$ cat config.mk
export PLATFORM = sky130hd
export DESIGN_NAME = pmrt_ram
export DESIGN_NICKNAME = d
export VERILOG_FILES = /design/src/rtl/core/pmrt_ram.sv
export SDC_FILE = /design/constraint.sdc
export NUM_CORES = 1
export LEC_CHECK = 0
export ABC_CLOCK_PERIOD_IN_PS = 2300
export BUFFER_PORTS_ARGS = -buffer_cell sky130_fd_sc_hd__buf_2
export CAP_MARGIN = 40
export CORE_AREA = 8 8 120 122
export DETAILED_ROUTE_END_ITERATION = 12
export DIE_AREA = 0 0 128 130
export GPL_TIMING_DRIVEN = 0
export PLACE_DENSITY = 0.67
export SYNTH_ARGS = -nofsm -noshare
export SYNTH_HDL_FRONTEND = slang
export SYNTH_SLANG_ARGS = --single-unit
$ cat constraint.sdc
create_clock -name clk -period 2.3 [get_ports clk]
set_clock_uncertainty 0.2 [all_clocks]
set_input_delay 0.46 -clock clk [delete_from_list [all_inputs] [get_ports clk]]
set_output_delay 0.46 -clock clk [all_outputs]
set_load 0.05 [all_outputs]
$ cat src/rtl/core/pmrt_ram.sv
// ----------------------------------------------------------------------------
// pmrt_ram
// Simple dual-port RAM with one write port and one registered read port.
// ----------------------------------------------------------------------------
module pmrt_ram #(
    parameter int WIDTH = 8,
    parameter int DEPTH = 16
) (
    input  logic                     clk,
    input  logic                     we,
    input  logic [$clog2(DEPTH)-1:0] waddr,
    input  logic [WIDTH-1:0]         wdata,
    input  logic                     re,
    input  logic [$clog2(DEPTH)-1:0] raddr,
    output logic [WIDTH-1:0]         rdata
);

    logic [WIDTH-1:0] mem [DEPTH];
    logic [WIDTH-1:0] rdata_reg;

    always_ff @(posedge clk)
    begin
        if (we)
        begin
            mem[waddr] <= wdata;
        end
        if (re)
        begin
            rdata_reg <= mem[raddr];
        end
    end

    assign rdata = rdata_reg;

endmodule
## After elaboration in Yosys (flattened, before gate mapping)

Memory sizes are Yosys's and may differ from the RTL's. A register that Yosys moved wholly into a read port is not among the register bits.
Index checks and enable logic that the tools add are counted.

| word-level totals | value |
|---|---|
| word-level logic and storage cells | 3 |
| bits of input ports | 19 |
| memory bits (writable) | 128 |
| memories | 1 |
| register bits after elaboration | 0 |

| operators by class | value |
|---|---|
| mux-type cells | 2 |

Memories:

| name | words | bits a word | read ports | clocked after Yosys merged registers in | write ports | line | source |
|---|---|---|---|---|---|---|---|
| mem | 16 | 8 | 1 | 1 | 1 | 18 | `logic [WIDTH-1:0] mem [DEPTH];` |

Operators by type and width:

| operator | count |
|---|---|
| two-way mux 1 bit | 2 |

## Logic depth before layout (Yosys ltp)

Gate-level depths: netlist of run 1.

| depth | value |
|---|---|
| depth after elaboration | 2 |
| mapped depth | 5 |
| mapped depth without buffers | 3 |

## Least setup slack after synthesis of run 1

Ideal clock, no wire load.

| path | value |
|---|---|
| path type | input -> register |
| start | input port waddr[2] |
| end | memory mem[0][0], enable pin |
| setup slack | 147 ps |
| data required time | 1717 ps |
| arrival time | 1570 ps |
| cell stages on the path | 2 |
| library setup time | 383 ps |
| cells stage by stage | or3b_2 > nor3_1 |

RTL lines:

| what | line | source |
|---|---|---|
| from (decl) | 11 | `input logic [$clog2(DEPTH)-1:0] waddr,` |
| to (decl) | 18 |  |

Straight into the memory's write port.

## Worst setup path after layout of run 1

| path | value |
|---|---|
| start | input port waddr[2] |
| end | memory mem[0][7], enable pin |

Straight into the memory's write port.

==> flow_summary.ini, run 1 <==
[run_status]
status = completed

[clock_tree]
cts_resized = 0
clock_sinks = 136
cts_tree = yes
worstSkewPairLatency_ns = 0.40
path_clk_slew_ns = 0.06
clockBufferDepth = 2
cts_max_level = 4
cts_buffers = 17
postCtsSetupBuffers = 0
cts_hold_buf = 0
clockRootBuffer = clkbuf_16

[logic_synthesis]
yosysTopAreaCell = edfxtp_1
yosys.cell_count.top_type = edfxtp_1
async_reset_ff_share_pct = 0
synth_top_area_share_pct = 78.1
syn_avg_cell_area_um2 = 22.8
yosys-top-cells-count = 136 x edfxtp_1, 18 x mux4_2, 16 x a22oi_1
synth_cell_type_count = 18
synth_edf_count = 136
syn_area_um2 = 5230
synth_warnings = 0
synth_fp_nets = 248
ys_ff_latch = 136
synth_ff_type = edfxtp_1
yosysSeqAreaShare_pct = 78.1
ys_top_cells_by_area = edfxtp_1 78%, mux4_2 7.8%, mux4_1 7.0%
synth_cells = 229

[floorplan]
row_count = 41
chipHeight_um = 130
io_pins = 27
start_util_pct = 42.1
coreArea_um2 = 12400
die_w_um = 128
die_area_um2 = 16600

[sta]
period_share_pct = 92.1
hold_viol_final = 0
fmax_mhz = 472
tns_ns = 0
holdWs_ns = 0.215
tightest_slew_ns = 0.841
period_needed_ns = 2.12
slew_viol_final = 0
slew_headroom_pct = 43.7
setup_viol = 0
rsz0062_at_grt = no

[global_route]
use_met1_pct = 16.1
grt-ovfl-total = 0
grt_max_degree = 17
grtUsageMet2_pct = 20.3
busiest_layer = met2
grt_pass1_wl_mm = 15.1
first_global_vias = 2520
use_met3_pct = 4.24
antenna_found_initial = 1
grt_usage_pct = 13.0

[worst_setup_path]
reg2reg_depth = 3
crit_path_max_incr_delay_ns = 0.60
critical_path.startpoint_type = primary input
worstPathRequired_ns = 2.20
r2r-end = rdata[0]
worst_path_most_repeated_cell = buf_2
end_kind = flop
worstPathCellList = buf_2 > or3b_2 > nor3_1 > buf_2
cp_max_fo = 5
reg2reg_from = mem[5][0]
r2r_setup_slack_ns = 0.54
crit_type = primary input to flop
arrival_ns = 2.02
crit_slowest_cell = nor3_1

[finish]
antenna_cells = 0
finalNonFillerCells = 461
largest_register_ffs = 128
fin_util_pct = 49.5
drive_gt1_share_pct = 29.1
area.growth.synth_to_final_pct = 17.4
stdcell_area_um2 = 6140
layout.nets = 296

[min_path]
holdPathEnd = rdata[6]
hold_depth = 1
min_from = re
hp-class = primary input to flop

[placement]
dp_hpwl_mm = 6.52
dp.cells = 430
io_buffers = 25
dpl_cell_area_um2 = 5600
gp_congestion = 0.720

[routing]
post_drt_via_cell_ratio = 5.10
drt-pass1-iter-count = 4
drt_wl_total_mm = 9.93
final_antenna_net_count = 0
via_count = 2352
wire_per_inst_um = 21.5
drt_iter0_drc = 229
remaining_drc_errors = 0

[pwr]
p_leak_nw = 2.04
vdd_drop_max_mv = 0.490
power_density_nw_per_um2 = 911

[flow_run]
cap_violations = 0
## critical path, delay by kind of cell
kind          cells  cell delay (ns)
buf+inv           2             0.45
simple gates      2             1.11
## final cells by class
class / instances / area [um^2]
fillers: 1039 / 6270
flip-flops and latches: 136 / 4080
multi-input cells: 83 / 1060
clock buffers: 20 / 437
well taps: 172 / 215
repair buffers: 29 / 153
clock inverters: 11 / 108
plain buffers: 10 / 86.3
## layer usage
| layer | wire, um | part of all wire, % |
|---|---|---|
| met1 | 4030 | 41 |
| met2 | 4930 | 50 |
| met3 | 831 | 8.4 |
| met4 | 130 | 1.3 |
| met5 | 12 | 0.12 |
## cells by family (layout without fill, tap and decap cells)
family                 Yosys count  in the layout  synth area share, %
AO/OA/AOI/OAI                   16             16                 2.30
buffers and inverters           10             70                 1.65
flip-flops                     136            136                 78.1
multiplexers                    32             32                 14.8
AND/OR/NAND/NOR                 35             35                 3.14
## how the worst max path moves through the flow
stage	from	to	slack (ns)	cells after the start
floorplan	waddr[2]	mem[0][0]	0.15	2
global placement	waddr[2]	mem[0][1]	-0.48	3
detailed placement	waddr[2]	mem[0][1]	-0.22	4
CTS	waddr[2]	mem[0][7]	0.21	4
global route	waddr[2]	mem[0][7]	0.16	4
finish	waddr[2]	mem[0][7]	0.18	4
## cells in the final DEF (no fill, tap or decap), types with 2 or more instances in the layout
cell / netlist / layout
clkbuf_16: 0 / 17
a22oi_1: 16 / 16
mux4_1: 14 / 14
clkinvlp_4: 0 / 2
nand2_1: 9 / 9
clkinv_2: 0 / 5
buf_2: 3 / 29
nor3_1: 4 / 4
clkinv_1: 0 / 2
edfxtp_1: 136 / 136
clkdlybuf4s25_2: 3 / 3
clkbuf_1: 0 / 3
nor2_1: 13 / 13
bufinv_16: 0 / 2
mux4_2: 18 / 18
nand2b_1: 2 / 2
nand3b_1: 2 / 2
buf_4: 1 / 4
buf_6: 3 / 3
## report_power, final
part	total, mW	internal (mW)	switching (mW)
clock network	2.49	1.57	0.918
registers	2.81	2.79	0.0109
logic	0.301	0.109	0.192
total	5.59	4.47	1.12
## metrics by stage
step,setup WS (ns),power (mW)
4_1_cts,0.213,5.65
3_3_place_gp,-0.477,3.15
2_1_floorplan,0.147,3.04
3_5_place_dp,-0.217,3.16
6_report,0.181,5.59
5_1_grt,0.162,5.78
Power figures use the tool's default switching activity.
==> run 2: changes to the inputs <==
==> config.mk (replaced) <==
export PLATFORM = sky130hd
export DESIGN_NAME = pmrt_ram
export DESIGN_NICKNAME = d
export VERILOG_FILES = /design/src/rtl/core/pmrt_ram.sv
export SDC_FILE = /design/constraint.sdc
export NUM_CORES = 1
export LEC_CHECK = 0
export ABC_CLOCK_PERIOD_IN_PS = 2400
export CAP_MARGIN = 40
export CORE_AREA = 8 8 120 122
export DETAILED_ROUTE_END_ITERATION = 12
export DIE_AREA = 0 0 128 130
export DONT_BUFFER_PORTS = 1
export GPL_TIMING_DRIVEN = 0
export PLACE_DENSITY = 0.65
export SLEW_MARGIN = 20
export SYNTH_ARGS = -nofsm -noshare
export SYNTH_HDL_FRONTEND = slang
export SYNTH_SLANG_ARGS = --single-unit
==> constraint.sdc (replaced) <==
create_clock -name clk -period 2.4 [get_ports clk]
set_clock_uncertainty 0.2 [all_clocks]
set_input_delay 0.48 -clock clk [delete_from_list [all_inputs] [get_ports clk]]
set_output_delay 0.48 -clock clk [all_outputs]
set_load 0.05 [all_outputs]
==> run 2 against run 1 <==
  * Worst hold slack got worse by 0.071 ns
  * Die area unchanged
  * Register-to-register slack improved by 0.06 ns
  * Global-route usage decreased by 0.089 points
  * Count of clock-buffer cells in the layout decreased by 3
  * Sequential share of layout area decreased by 0.19 points
  * Via count decreased by 0.13%
  * Sequential cell count unchanged
  * Non-clock buffer count decreased by 20
  * First-iteration DRC count increased by 3.9%
  * Combinational power decreased by 23%
  * Critical path depth increased by 1
==> flow_summary.ini, run 2 (synthesis results as in run 1) <==
[run_status]
status = completed

[min_path]
holdPathEnd = mem[4][1]
min_from = waddr[0]
hp-class = primary input to flop
hold_depth = 1

[routing]
drt-pass1-iter-count = 5
drt_iter0_drc = 238
post_drt_via_cell_ratio = 5.31
wire_per_inst_um = 22.7
remaining_drc_errors = 0
final_antenna_net_count = 0
via_count = 2349
drt_wl_total_mm = 10.1

[finish]
final_common_cell = edfxtp_1
stdcell_area_um2 = 6160
drive_gt1_share_pct = 24.1
layout.nets = 276
area.growth.synth_to_final_pct = 17.8
antenna_cells = 0
num-fill-cells = 993
mostFrequentLayoutCells = 136 x edfxtp_1, 18 x mux4_2, 17 x clkbuf_16
largest_register_ffs = 128

[clock_tree]
cts_resized = 0
worstSkewPairLatency_ns = 0.41
clockBufferDepth = 2
path_clk_slew_ns = 0.06
cts_tree = yes
postCtsSetupBuffers = 0
clockRootBuffer = clkbuf_16
clock_sinks = 136
cts_max_level = 4
cts_buffers = 17

[sta]
timing.final.ws_setup_ns = 0.543
holdWs_ns = 0.144
slew_viol_final = 0
tns_ns = 0
period_share_pct = 77.4
fmax_mhz = 539
period_needed_ns = 1.86
hold_viol_final = 0
rsz0062_at_grt = no
tightest_slew_ns = 0.858
slew_headroom_pct = 42.6
setup_viol = 0

[placement]
dpl_cell_area_um2 = 5460
io_buffers = 0
place_ws_ns = 0.130
gp_congestion = 0.702
dp_hpwl_mm = 6.21

[global_route]
grt_max_degree = 17
antenna_found_initial = 0
grt-ovfl-total = 0
grt_usage_pct = 12.9
first_global_vias = 2402
grt_pass1_wl_mm = 14.7

[pwr]
vdd_drop_max_mv = 0.493
p_int_mw = 4.41
p_leak_nw = 1.98
seq_power_share_pct = 49.1
power_density_nw_per_um2 = 903
switchingPower_mw = 1.15
switching_share_pct = 20.7
power.share.clock_pct = 46.7
pwr-share-comb_pct = 4.2

[worst_setup_path]
end_kind = flop
worstPathRequired_ns = 2.34
r2r_setup_slack_ns = 0.60
reg2reg_depth = 3
arrival_ns = 1.80
critical_path.startpoint_type = primary input
r2r-end = rdata[0]
reg2reg_from = mem[5][0]
cp_max_fo = 10
crit_type = primary input to flop

[floorplan]
row_count = 41
start_util_pct = 42.1
coreArea_um2 = 12400
io_pins = 27
chipHeight_um = 130
die_area_um2 = 16600
die_w_um = 128

[flow_run]
cap_violations = 0
-- run 2: cell count changes in the layout (fill, tap and decap cells not counted), sizes merged --
cell / before / now
buf: 36 / 7
dlygate4sd3: 0 / 9
clkbuf: 20 / 17
clkinvlp: 2 / 4
bufinv: 2 / 3
inv: 0 / 1
-- run 2: critical path, cell delays in order --
cell     delay [ns]
buf_6          0.10
buf_6          0.18
mux4_1         0.62
a22oi_1        0.26
nand2_1        0.14
-- run 2: per-stage QoR --
| stage | std cells | power [mW] | utilization, % |
|---|---|---|---|
| after global placement | 401 | 2.96 | 43.8 |
| after detailed placement | 401 | 2.97 | 44.0 |
| final | 442 | 5.56 | 49.6 |
| after CTS | 442 | 5.59 | 49.6 |
| after global routing | 442 | 5.69 | 49.6 |
| after floorplan | 229 | 2.91 | - |
-- run 2: power by group through the flow --
stage                     registers (mW)  logic (mW)  clock network [mW]
after floorplan                     2.78       0.135                   0
after global placement              2.78       0.183                   0
after detailed placement            2.78       0.185                   0
after CTS                           2.73       0.233                2.62
after global routing                2.74       0.246                2.71
final                               2.73       0.231                2.60
-- run 2: per-layer routing --
metal / part of all wire (%) / GRT usage [%] / vias to the layer above
li1: - / - / 1038
met5: 0 / 0 / -
met2: 49 / 20.1 / 84
met3: 7.1 / 5.67 / 8
met1: 42 / 15.6 / 1219
met4: 1.2 / 4.83 / 0
-- run 2: worst max path at each step --
| stage | from | to | cells after the start |
|---|---|---|---|
| after floorplan | waddr[2] | mem[0][0] | 2 |
| after global placement | waddr[2] | mem[0][4] | 2 |
| after detailed placement | raddr[0] | rdata[0] | 5 |
| after CTS | raddr[0] | rdata[0] | 5 |
| after global routing | raddr[0] | rdata[7] | 5 |
| final | raddr[0] | rdata[0] | 5 |
-- run 2: timing repair --
| item | CTS | global route |
|---|---|---|
| setup endpoints to repair | 0 | 0 |
| endpoints found under the hold margin | 136 | 0 |
| hold buffers | 9 | 0 |
-- run 2: layout make-up --
| cell class | count | area (um^2) | area share (%) |
|---|---|---|---|
| multi-input combinational | 83 | 1080 | 17.5 |
| clock inverter | 15 | 179 | 2.91 |
| timing repair buffer | 9 | 90.1 | 1.46 |
| buffer | 10 | 86.3 | 1.40 |
| tap | 172 | 215 | 3.50 |
| clock buffer | 17 | 425 | 6.91 |
| sequential | 136 | 4080 | 66.3 |
